### config.mk
export PLATFORM = sky130hd
export DESIGN_NAME = button_tap_swipe_gesture_synth
export DESIGN_NICKNAME = d
export VERILOG_FILES = /design/src/rtl/btsg_pkg.sv /design/src/rtl/btsg_cmp.sv /design/src/rtl/btsg_div.sv /design/src/rtl/button_tap_swipe_gesture_synth.sv
export SDC_FILE = /design/constraint.sdc
export NUM_CORES = 1
export LEC_CHECK = 0
export BUFFER_PORTS_ARGS = -buffer_cell sky130_fd_sc_hd__buf_2
export CORE_ASPECT_RATIO = 0.75
export CORE_UTILIZATION = 60
export DETAILED_ROUTE_END_ITERATION = 12
export PLACE_DENSITY = 0.82
export SKIP_CTS_REPAIR_TIMING = 1
export SKIP_LAST_GASP = 1
export SLEW_MARGIN = 20
export SYNTH_ARGS = -nofsm -noshare
export SYNTH_HDL_FRONTEND = slang
export SYNTH_SLANG_ARGS = --single-unit
### constraint.sdc
create_clock -name clk -period 4.97 [get_ports clk]
set_input_delay 0.7455 -clock clk [delete_from_list [all_inputs] [get_ports clk]]
set_output_delay 0.7455 -clock clk [all_outputs]
set_load 0.1 [all_outputs]
### src/rtl/btsg_pkg.sv
// Shared types and constants for the button tap / swipe gesture block.
// Used by btsg_cmp, btsg_div and button_tap_swipe_gesture_synth.
`default_nettype none

package btsg_pkg;

	localparam int unsigned CLICK_BIT_DEF = 0;

	localparam int unsigned TIME_W  = 32;
	localparam int unsigned CFG_W   = 16;
	localparam int unsigned COORD_W = 11;
	localparam int unsigned QUO_W   = 10;   // 650 * e / d with e < d stays below 2^10

	localparam logic [COORD_W-1:0] TOUCH_X     = 11'd960;
	localparam logic [COORD_W-1:0] TAP_Y       = 11'd540;
	localparam logic [COORD_W-1:0] SWIPE_START = 11'd850;
	localparam logic [COORD_W-1:0] SWIPE_END   = 11'd200;
	localparam logic [QUO_W-1:0]   SWIPE_SPAN  = QUO_W'(SWIPE_START - SWIPE_END);

	localparam logic [CFG_W-1:0] HOLD_RST  = 16'd250;
	localparam logic [CFG_W-1:0] TAP_RST   = 16'd100;
	localparam logic [CFG_W-1:0] SWIPE_RST = 16'd200;

	localparam logic [1:0] REG_HOLD  = 2'd0;
	localparam logic [1:0] REG_TAP   = 2'd1;
	localparam logic [1:0] REG_SWIPE = 2'd2;

	typedef enum logic [2:0] {
		PH_IDLE    = 3'd0,
		PH_PENDING = 3'd1,
		PH_TAP     = 3'd2,
		PH_SWIPE   = 3'd3,
		PH_WAIT    = 3'd4
	} phase_t;

	typedef enum logic [2:0] {
		ST_IDLE,
		ST_CMP,
		ST_CHK,
		ST_DIV,
		ST_PUT
	} ctrl_state_t;

	typedef struct packed {
		logic [15:0]       buttons_in;
		logic [TIME_W-1:0] now_ms;
	} in_item_t;

	typedef struct packed {
		logic [15:0]        buttons_out;
		logic [COORD_W-1:0] touch_x;
		logic [COORD_W-1:0] touch_y;
		logic               touch_active;
		logic [TIME_W-1:0]  taps_seen;
		logic [TIME_W-1:0]  swipes_seen;
	} out_item_t;

	// comparison flags of elapsed time against the three timing registers
	typedef struct packed {
		logic lt_hold;
		logic lt_tap;
		logic lt_swipe;
	} cmp_stat_t;

endpackage

`default_nettype wire

### src/rtl/btsg_cmp.sv
// Bit-serial elapsed-time unit: now - start, LSB first, with three running
// borrow chains comparing elapsed against the timing registers. Uses btsg_pkg.
`default_nettype none

module btsg_cmp
	import btsg_pkg::*;
(
	input  wire logic              clk,
	input  wire logic              arst_n,
	input  wire logic              start,
	input  wire logic [TIME_W-1:0] now_ms,
	input  wire logic [TIME_W-1:0] base_ms,
	input  wire logic [CFG_W-1:0]  hold_ms,
	input  wire logic [CFG_W-1:0]  tap_ms,
	input  wire logic [CFG_W-1:0]  swipe_ms,
	output logic                   done,
	output cmp_stat_t              stat,
	output logic [CFG_W-1:0]       elapsed
);

	localparam int unsigned CNT_W = $clog2(TIME_W);

	logic [TIME_W-1:0] a_q, b_q;
	logic [CFG_W-1:0]  h_q, t_q, s_q, e_q;
	logic              bor_e_q, bor_h_q, bor_t_q, bor_s_q;
	logic [CNT_W-1:0]  cnt_q;
	logic              busy_q;

	logic eb;

	function automatic logic borrow(input logic x, input logic y, input logic bin);
		borrow = (~x & y) | (~(x ^ y) & bin);
	endfunction

	assign eb   = a_q[0] ^ b_q[0] ^ bor_e_q;
	assign done = busy_q && (cnt_q == CNT_W'(TIME_W - 1));

	always_ff @(posedge clk or negedge arst_n) begin
		if (!arst_n) begin
			busy_q <= 1'b0;
			cnt_q  <= '0;
		end else if (start) begin
			busy_q <= 1'b1;
			cnt_q  <= '0;
		end else if (busy_q) begin
			cnt_q <= cnt_q + 1'b1;
			if (done)
				busy_q <= 1'b0;
		end
	end

	always_ff @(posedge clk) begin
		if (start) begin
			a_q     <= now_ms;
			b_q     <= base_ms;
			h_q     <= hold_ms;
			t_q     <= tap_ms;
			s_q     <= swipe_ms;
			bor_e_q <= 1'b0;
			bor_h_q <= 1'b0;
			bor_t_q <= 1'b0;
			bor_s_q <= 1'b0;
		end else if (busy_q) begin
			a_q     <= {1'b0, a_q[TIME_W-1:1]};
			b_q     <= {1'b0, b_q[TIME_W-1:1]};
			h_q     <= {1'b0, h_q[CFG_W-1:1]};
			t_q     <= {1'b0, t_q[CFG_W-1:1]};
			s_q     <= {1'b0, s_q[CFG_W-1:1]};
			bor_e_q <= borrow(a_q[0], b_q[0], bor_e_q);
			bor_h_q <= borrow(eb, h_q[0], bor_h_q);
			bor_t_q <= borrow(eb, t_q[0], bor_t_q);
			bor_s_q <= borrow(eb, s_q[0], bor_s_q);
			// only the low half of elapsed is kept; the divider needs no more
			if (cnt_q < CNT_W'(CFG_W))
				e_q <= {eb, e_q[CFG_W-1:1]};
		end
	end

	assign stat.lt_hold  = bor_h_q;
	assign stat.lt_tap   = bor_t_q;
	assign stat.lt_swipe = bor_s_q;
	assign elapsed       = e_q;

endmodule

`default_nettype wire

### src/rtl/btsg_div.sv
// Serial restoring divider for swipe travel: 650 * elapsed / swipe_ms,
// one quotient bit per cycle. Uses btsg_pkg.
`default_nettype none

module btsg_div
	import btsg_pkg::*;
(
	input  wire logic             clk,
	input  wire logic             arst_n,
	input  wire logic             start,
	input  wire logic [CFG_W-1:0] elapsed,
	input  wire logic [CFG_W-1:0] divisor,
	output logic                  done,
	output logic [QUO_W-1:0]      quo
);

	localparam int unsigned PROD_W = CFG_W + QUO_W;
	localparam int unsigned CNT_W  = $clog2(QUO_W);

	logic [PROD_W-1:0] prod;
	logic [CFG_W-1:0]  rem_q, d_q;
	logic [QUO_W-1:0]  nb_q, quo_q;
	logic [CNT_W-1:0]  cnt_q;
	logic              busy_q;
	logic [CFG_W:0]    trial;
	logic              ge;

	assign prod  = {{QUO_W{1'b0}}, elapsed} * {{CFG_W{1'b0}}, SWIPE_SPAN};
	assign trial = {rem_q, nb_q[QUO_W-1]};
	assign ge    = trial >= {1'b0, d_q};
	assign done  = busy_q && (cnt_q == CNT_W'(QUO_W - 1));

	always_ff @(posedge clk or negedge arst_n) begin
		if (!arst_n) begin
			busy_q <= 1'b0;
			cnt_q  <= '0;
		end else if (start) begin
			busy_q <= 1'b1;
			cnt_q  <= '0;
		end else if (busy_q) begin
			cnt_q <= cnt_q + 1'b1;
			if (done)
				busy_q <= 1'b0;
		end
	end

	// elapsed < divisor, so the top part of the product is already below it
	always_ff @(posedge clk) begin
		if (start) begin
			rem_q <= prod[PROD_W-1:QUO_W];
			nb_q  <= prod[QUO_W-1:0];
			d_q   <= divisor;
			quo_q <= '0;
		end else if (busy_q) begin
			rem_q <= ge ? CFG_W'(trial - {1'b0, d_q}) : trial[CFG_W-1:0];
			nb_q  <= {nb_q[QUO_W-2:0], 1'b0};
			quo_q <= {quo_q[QUO_W-2:0], ge};
		end
	end

	assign quo = quo_q;

endmodule

`default_nettype wire

### src/rtl/button_tap_swipe_gesture_synth.sv
// Button tap / swipe gesture synthesiser, top level.
// Depends on btsg_pkg, btsg_cmp and btsg_div.
//
// Usage: one controller report (button word, ms time stamp) enters as an
// item on in_valid/in_ready; exactly one result item leaves on
// out_valid/out_ready. Timing registers are written through cfg_we,
// cfg_idx and cfg_data (0 hold, 1 tap pulse, 2 swipe); the user must
// do so only while idle, as the block itself does not enforce it.
// Each item goes through a bit-serial elapsed-time pass (one bit of the
// 32-bit time stamp per cycle), a decision step, a division when a swipe
// position is worked out (one quotient bit per cycle) and the load of the
// output register. One item is processed at a time and the input is taken
// only in the idle state, so a new item waits until the last one is put out.
// The output register frees the input side: a new item may be taken while
// the last result waits, but a finished result is held until out_ready,
// stalling the next one at its final cycle.
// Reset puts the gesture in idle, clears time base and counters and
// restores the default timing values; no clearing pass is needed.
`default_nettype none

module button_tap_swipe_gesture_synth
	import btsg_pkg::*;
#(
	parameter int unsigned CLICK_BIT = CLICK_BIT_DEF
) (
	input  wire logic             clk,
	input  wire logic             arst_n,
	input  wire logic             in_valid,
	output logic                  in_ready,
	input  wire in_item_t         in_item,
	output logic                  out_valid,
	input  wire logic             out_ready,
	output out_item_t             out_item,
	input  wire logic             cfg_we,
	input  wire logic [1:0]       cfg_idx,
	input  wire logic [CFG_W-1:0] cfg_data
);

	ctrl_state_t state_q, state_n;
	phase_t      phase_q, phase_n;

	logic [CFG_W-1:0]  hold_q, tap_q, swipe_q;
	logic [TIME_W-1:0] start_q, taps_q, swipes_q;
	in_item_t          item_q;
	out_item_t         out_q;
	logic              out_valid_q;

	logic              cmp_start, cmp_done, div_start, div_done, put;
	cmp_stat_t         stat;
	logic [CFG_W-1:0]  elapsed;
	logic [QUO_W-1:0]  quo;

	logic               pressed, tap, swipe, load_start, tap_inc, swipe_inc;
	logic [COORD_W-1:0] sy;
	out_item_t          res;

	btsg_cmp u_cmp (
		.clk      (clk),
		.arst_n   (arst_n),
		.start    (cmp_start),
		.now_ms   (item_q.now_ms),
		.base_ms  (start_q),
		.hold_ms  (hold_q),
		.tap_ms   (tap_q),
		.swipe_ms (swipe_q),
		.done     (cmp_done),
		.stat     (stat),
		.elapsed  (elapsed)
	);

	btsg_div u_div (
		.clk     (clk),
		.arst_n  (arst_n),
		.start   (div_start),
		.elapsed (elapsed),
		.divisor (swipe_q),
		.done    (div_done),
		.quo     (quo)
	);

	// sequencer
	always_ff @(posedge clk or negedge arst_n) begin
		if (!arst_n)
			state_q <= ST_IDLE;
		else
			state_q <= state_n;
	end

	always_comb begin
		state_n   = state_q;
		in_ready  = 1'b0;
		div_start = 1'b0;
		put       = 1'b0;
		case (state_q)
			ST_IDLE: begin
				in_ready = 1'b1;
				if (in_valid)
					state_n = ST_CMP;
			end
			ST_CMP: begin
				// start pulses on entry; unit then runs until done
				if (cmp_done)
					state_n = ST_CHK;
			end
			ST_CHK: begin
				if (phase_q == PH_SWIPE && stat.lt_swipe) begin
					div_start = 1'b1;
					state_n   = ST_DIV;
				end else begin
					state_n = ST_PUT;
				end
			end
			ST_DIV: begin
				if (div_done)
					state_n = ST_PUT;
			end
			ST_PUT: begin
				if (!out_valid_q || out_ready) begin
					put     = 1'b1;
					state_n = ST_IDLE;
				end
			end
			default: state_n = ST_IDLE;
		endcase
	end

	// kick the serial pass the cycle after the item is captured
	logic cmp_go_q;
	always_ff @(posedge clk or negedge arst_n) begin
		if (!arst_n)
			cmp_go_q <= 1'b0;
		else
			cmp_go_q <= in_valid && in_ready;
	end
	assign cmp_start = cmp_go_q;

	always_ff @(posedge clk) begin
		if (in_valid && in_ready)
			item_q <= in_item;
	end

	// gesture decision
	assign pressed = item_q.buttons_in[CLICK_BIT];

	always_comb begin
		phase_n    = phase_q;
		load_start = 1'b0;
		tap_inc    = 1'b0;
		swipe_inc  = 1'b0;
		tap        = 1'b0;
		swipe      = 1'b0;
		sy         = '0;
		case (phase_q)
			PH_PENDING: begin
				if (!pressed) begin
					phase_n    = PH_TAP;
					load_start = 1'b1;
					tap_inc    = 1'b1;
					tap        = 1'b1;
				end else if (!stat.lt_hold) begin
					phase_n    = PH_SWIPE;
					load_start = 1'b1;
					swipe_inc  = 1'b1;
					swipe      = 1'b1;
					sy         = SWIPE_START;
				end
			end
			PH_TAP: begin
				if (stat.lt_tap) begin
					tap = 1'b1;
				end else if (pressed) begin
					phase_n    = PH_PENDING;
					load_start = 1'b1;
				end else begin
					phase_n = PH_IDLE;
				end
			end
			PH_SWIPE: begin
				if (stat.lt_swipe) begin
					swipe = 1'b1;
					sy    = SWIPE_START - {{(COORD_W - QUO_W){1'b0}}, quo};
				end else begin
					phase_n = pressed ? PH_WAIT : PH_IDLE;
				end
			end
			PH_WAIT: begin
				if (!pressed)
					phase_n = PH_IDLE;
			end
			default: begin
				phase_n = PH_IDLE;
				if (pressed) begin
					phase_n    = PH_PENDING;
					load_start = 1'b1;
				end
			end
		endcase
	end

	always_comb begin
		res                        = '0;
		res.buttons_out            = item_q.buttons_in;
		res.buttons_out[CLICK_BIT] = tap;
		if (tap) begin
			res.touch_x      = TOUCH_X;
			res.touch_y      = TAP_Y;
			res.touch_active = 1'b1;
		end else if (swipe) begin
			res.touch_x      = TOUCH_X;
			res.touch_y      = sy;
			res.touch_active = 1'b1;
		end
		res.taps_seen   = taps_q + {{(TIME_W - 1){1'b0}}, tap_inc};
		res.swipes_seen = swipes_q + {{(TIME_W - 1){1'b0}}, swipe_inc};
	end

	// gesture state and counters
	always_ff @(posedge clk or negedge arst_n) begin
		if (!arst_n) begin
			phase_q  <= PH_IDLE;
			start_q  <= '0;
			taps_q   <= '0;
			swipes_q <= '0;
		end else if (put) begin
			phase_q  <= phase_n;
			taps_q   <= res.taps_seen;
			swipes_q <= res.swipes_seen;
			if (load_start)
				start_q <= item_q.now_ms;
		end
	end

	// configuration
	always_ff @(posedge clk or negedge arst_n) begin
		if (!arst_n) begin
			hold_q  <= HOLD_RST;
			tap_q   <= TAP_RST;
			swipe_q <= SWIPE_RST;
		end else if (cfg_we) begin
			case (cfg_idx)
				REG_HOLD:  hold_q  <= cfg_data;
				REG_TAP:   tap_q   <= cfg_data;
				REG_SWIPE: swipe_q <= cfg_data;
				default:   ;
			endcase
		end
	end

	// output register
	always_ff @(posedge clk or negedge arst_n) begin
		if (!arst_n)
			out_valid_q <= 1'b0;
		else if (put)
			out_valid_q <= 1'b1;
		else if (out_ready)
			out_valid_q <= 1'b0;
	end

	always_ff @(posedge clk) begin
		if (put)
			out_q <= res;
	end

	assign out_valid = out_valid_q;
	assign out_item  = out_q;

endmodule

`default_nettype wire
# Word level (Yosys, flattened, before mapping)
# Cells that the tools add are included.
# Widths: inputs -> output; s select.
# word_totals
register_bits	497
wordCells	175
# op_classes
addsub	6
mul	1
magnitude_cmp	2
n_eq_ne	20
muxes	64
n_bitwise	25
n_reduce_logical	20
# ops
cell	n
$mux 16	9
$mux 32	4
$add 32x1->32	2
$mux 10	4
$mux 3	11
$mul 16x9->25 const B	1
$mux 1	24
$mux 22	1
$pmux 11 s2	1
$ge 17x16->1	1
$sub 16x16->16	1
$pmux 3 s5	1
$ne 2x2->1 const B	7
$eq 3x2->1 const B	4
$pmux 3 s4	1
$mux 11	1
$sub 10x10->11 const A	1
$mux 5	2
$and 1x1->1	8
$mux 4	2
$not 1->1	8
$reduce_and 2->1	4
$eq 3x1->1 const B	2
$eq 3x3->1 const B	2
other kinds (22)	36

# Longest topological paths before layout
# logic_depth
depth_word	6
depth_mapped	16
ltp_nobuf	16

# By module
# From an unflattened synthesis, not the netlist that was laid out.
# hier_totals
hier_cells	1680
hier_area_um2	23052.1
# by_module_without_submodules
module	instances	cells_per_inst	area_per_inst_um2	seq_area_each_um2
button_tap_swipe_gesture_synth	1	842	11946.5	8022.7
btsg_cmp	1	306	5869.4	4073.9
btsg_div	1	532	5236.3	1556.5

# Worst setup path after synthesis
# OpenSTA, ideal clock, no wires.
# synth_timing
path_type	register to register
startpoint	reg out_valid_q, in the netlist out_valid
endpoint	reg swipes_q[31]
arrival_ps	4635
t_required_ps	4840
slack_ps	205
stages_incl_launch_ff	8
n_path_buf	2
synth_period_minus_slack_ps	4765
cell_sequence	dfrtp_1 nand2b_1 nand3_1 inv_1 clkbuf_1 buf_1 nand2_1 xnor2_1
# synth_between
elab_chain_len	4
# synth_lines
item	line	text
from (decl)	button_tap_swipe_gesture_synth.sv:46	logic out_valid_q;
from (signal assigned)	button_tap_swipe_gesture_synth.sv:252	out_valid_q <= 1'b0;
from (signal assigned)	button_tap_swipe_gesture_synth.sv:254	out_valid_q <= 1'b1;
from (signal assigned)	button_tap_swipe_gesture_synth.sv:256	out_valid_q <= 1'b0;
$logic_not 1->1	button_tap_swipe_gesture_synth.sv:118	if (!out_valid_q || out_ready) begin
$logic_or 1x1->1	button_tap_swipe_gesture_synth.sv:118	
$mux 1	button_tap_swipe_gesture_synth.sv:118	
$mux 1	button_tap_swipe_gesture_synth.sv:94	case (state_q)
named net put	button_tap_swipe_gesture_synth.sv:48	logic cmp_start, cmp_done, div_start, div_done, put;
to (signal assigned)	button_tap_swipe_gesture_synth.sv:227	swipes_q <= res.swipes_seen;
to (decl)	button_tap_swipe_gesture_synth.sv:43	logic [TIME_W-1:0] start_q, taps_q, swipes_q;
# The timed path passes the listed nets, and every way through them passes these cells.
# A chain may end at the register's enable or synchronous reset.

# Final worst setup path
# layout_timing
startpoint	reg u_cmp.e_q[12], in the netlist u_cmp.elapsed[12]
endpoint	reg u_div.rem_q[15] (data pin)
# layout_between
elab_chain_len	2
# layout_lines
item	line	text
from (decl)	btsg_cmp.sv:24	logic [CFG_W-1:0] h_q, t_q, s_q, e_q;
from (signal assigned)	btsg_cmp.sv:75	e_q <= {eb, e_q[CFG_W-1:1]};
$mul 16x9->25	btsg_div.sv:28	assign prod = {{QUO_W{1'b0}}, elapsed} * {{CFG_W{1'b0}}, SWIPE_SPAN};
$mux 16	btsg_div.sv:49	if (start) begin
to (signal assigned)	btsg_div.sv:50	rem_q <= prod[PROD_W-1:QUO_W];
to (signal assigned)	btsg_div.sv:55	rem_q <= ge ? CFG_W'(trial - {1'b0, d_q}) : trial[CFG_W-1:0];
to (decl)	btsg_div.sv:21	logic [CFG_W-1:0] rem_q, d_q;
# Every way passes these cells.

==> metrics <==
number of remaining DRC errors 0; final-layout fill cell count 2477; Slew HR 35.2%; Crit Path Class reg2reg; vias in the first global route 12893; Initial Util 60.8%; Routed WL 41300 um; Hold WS 0.230 ns; status completed; gr ovfl total 0; die width 226 um; Yosys reg bits 486; global-route wire length before repair 66500 um; pin count of the biggest net entering global routing 84; layout cells sized above 1 25.9%; DRT antenna net count 0; initial antenna violation count 2; Fin. Hold Viols 0; Top FF cell, synth edfxtp_1; setup violators final 0; Tmin final 4.41 ns; Total GRT Usage 22.0%; Worst setup SP type flip-flop; Area Overhead vs Synth 12.3%; final slew viol count 0; Core ar. 0.0370 sq mm; I/O pin cnt 176; # Max-Cap Violations 0; YS warnings 0; setup_tns 0 ns; Longest Clk Path Bufs 3; Post-DP Area 0.0238 sq mm; element type at the critical path end flip-flop; Root Buffer clkbuf_16; gpl congestion 0.888; CTS tree built; Seq/Total Area, Yosys 60.7%; Gate Count Post-Synth 1649; unique cell type count in the Yosys netlist 78; fin util 68.3%; chip height 170 um; Final period util 88.7%; initial DRC count 913; Final Cell Area 0.0253 sq mm; row count 61; average wire per standard cell 17.5 um; RSZ-0062 raised after global routing no; Die Area 0.0383 sq mm; Setup Skew 0.0250 ns; syn_area_per_cell 13.6 sq um; DRT Pass-1 Iters 8; drt via density 5.47; clock sinks 486; clock-pin slew on the worst setup and hold paths 0.08 ns; fmax 0.227 GHz; vias 12911; Num CTS Buffers 45; Synth Cell Area 0.0225 sq mm; Tightest Pin Transition 0.970 ns; Clock Latency Late Sink 0.58 ns; Post-synth EDFFs 309; # H-tree levels 2; DP HPWL 27200 um; crit-path max FO 5; fin nets 2002; Crit path arrival time 4.74 ns; Worst Path Required 5.30 ns; Synth async-reset ratio 33.5%; I/O Buffers 168; Min-Delay Path Class in2async
cells by family (layout without fill, tap and decap cells):
logic type      count (synthesis)  after routing  synth area share [%]
mux                           222            222                  10.9
flops                         486            486                  60.7
xor+xnor                      157            157                  6.11
other cells                     1              8                0.0167
simple gates                  380            380                  8.27
compound gates                129            129                  3.84
fa+ha+maj                     114            114                  7.07
buf+inv                       160            359                  3.08
worst max-delay path: stages, from the launching register on:
cell and delay, ns:
edfxtp_1 0.42, ha_1 0.32, ha_1 0.33, fa_1 0.54
inv_1 0.05, fa_1 0.51, inv_1 0.04, ha_1 0.36
a21o_1 0.19, a21oi_1 0.18, nor4bb_4 0.33, o31ai_4 0.10
a31oi_2 0.26, o21ai_2 0.08, mux2i_1 0.11, or3_1 0.35
path summary, 6_finish.rpt:
path,cells past startpoint,end,startpoint,slack [ns]
worst max-delay path,15,u_div.rem_q[15]$_DFFE_PP_,u_cmp.elapsed[12]$_DFFE_PP_,0.56
worst min-delay path,1,swipes_q[31]$_DFFE_PN0P_,arst_n,0.23
worst max register to register,15,u_div.rem_q[15]$_DFFE_PP_,u_cmp.elapsed[12]$_DFFE_PP_,0.56
worst min register to register,0,out_item[92]$_DFFE_PP_,item_q[37]$_DFFE_PP_,0.42
max in group asynchronous,2,hold_q[7]$_DFFE_PN1P_,arst_n,3.71
min in group clk,1,item_q[5]$_DFFE_PP_,in_item[5],0.35
cell usage after synthesis (3+ instances only):
cell,number,share of area (%)
ha_1,92,5.1
a21oi_2,3,0.12
nor2b_1,8,0.22
nor3_1,15,0.33
buf_2,10,0.22
buf_1,3,0.050
clkbuf_1,37,0.62
dfstp_2,12,1.4
a211oi_1,8,0.27
mux2_2,190,9.5
nand4_1,19,0.53
nor3b_1,4,0.13
nor3_2,3,0.13
a21o_1,9,0.30
nor4_1,4,0.11
and3_1,19,0.53
o21ai_1,5,0.11
nor2_1,91,1.5
fa_1,22,2.0
nand2b_1,9,0.25
mux2i_1,31,1.4
dfrtp_1,151,17
edfxtp_1,309,41
nand3b_1,4,0.13
and2_1,16,0.44
nand3_1,39,0.87
buf_4,15,0.50
o21ai_0,28,0.62
inv_1,92,1.5
o31ai_1,3,0.10
or3_1,11,0.31
xnor2_1,91,3.5
a21oi_1,41,0.91
dfxtp_1,14,1.2
nand2_1,119,2.0
xor2_1,66,2.6
o21a_1,6,0.20
state kept, by name, indices dropped and copies added (netlist names), 9 cells and up:
name,count
out_item,92
item_q,48
start_q,32
swipes_q,32
taps_q,32
u_cmp.a_q,32
u_cmp.b_q,32
hold_q,16
swipe_q,16
tap_q,16
u_cmp.elapsed,16
u_cmp.h_q,16
u_cmp.s_q,16
u_cmp.t_q,16
u_div.d_q,16
u_div.rem_q,16
u_div.quo,10
u_div.nb_q,9
final cells by class:
cell class / instances / area, sq um / area share [%]
timing repair buffer: 182 / 977 / 3.87
sequential: 486 / 13700 / 54.1
clock inverter: 21 / 175 / 0.693
tap: 504 / 631 / 2.50
multi-input combinational: 1009 / 8210 / 32.5
inverter: 93 / 352 / 1.39
clock buffer: 63 / 1270 / 5.02
antenna: 1 / 2.50 / 0.00990
through the flow:
| step | worst slack [ns] | std cells |
|---|---|---|
| after floorplan | 0.205 | 1655 |
| after global placement | 0.611 | 2273 |
| after CTS | 0.538 | 2357 |
| final | 0.562 | 2359 |
| after global routing | 0.373 | 2359 |
| after detailed placement | 0.520 | 2273 |
placed cells by master (no fill, tap or decap), drive strengths merged, types with 3 or more instances in the layout:
| master | n |
|---|---|
| edfxtp | 309 |
| mux2 | 191 |
| buf | 182 |
| dfrtp | 151 |
| nand2 | 120 |
| inv | 95 |
| nor2 | 93 |
| ha | 92 |
| xnor2 | 91 |
| xor2 | 66 |
| clkbuf | 63 |
| a21oi | 45 |
| nand3 | 41 |
| o21ai | 34 |
| mux2i | 31 |
| fa | 22 |
| and3 | 21 |
| nand4 | 20 |
| nor3 | 18 |
| and2 | 17 |
| clkinv | 16 |
| dfxtp | 14 |
| dfstp | 12 |
| or3 | 11 |
| a21o | 10 |
| nand2b | 9 |
| a211oi | 8 |
| nor2b | 8 |
| conb | 7 |
| o21a | 7 |
| o31ai | 6 |
| nor4 | 5 |
| nand3b | 4 |
| nor3b | 4 |
| o31a | 3 |
| a31oi | 3 |
| or2 | 3 |
metal layers:
layer	global-route usage, %	vias up	part of all wire [%]
li1	-	6171	-
met4	5.47	0	1.5
met1	31.5	6423	47
met2	35.4	271	48
met5	0	-	0
met3	3.34	46	4.2
Power is not shown: default switching activity piles up to over one toggle a cycle in this logic, so the estimate is an artifact.
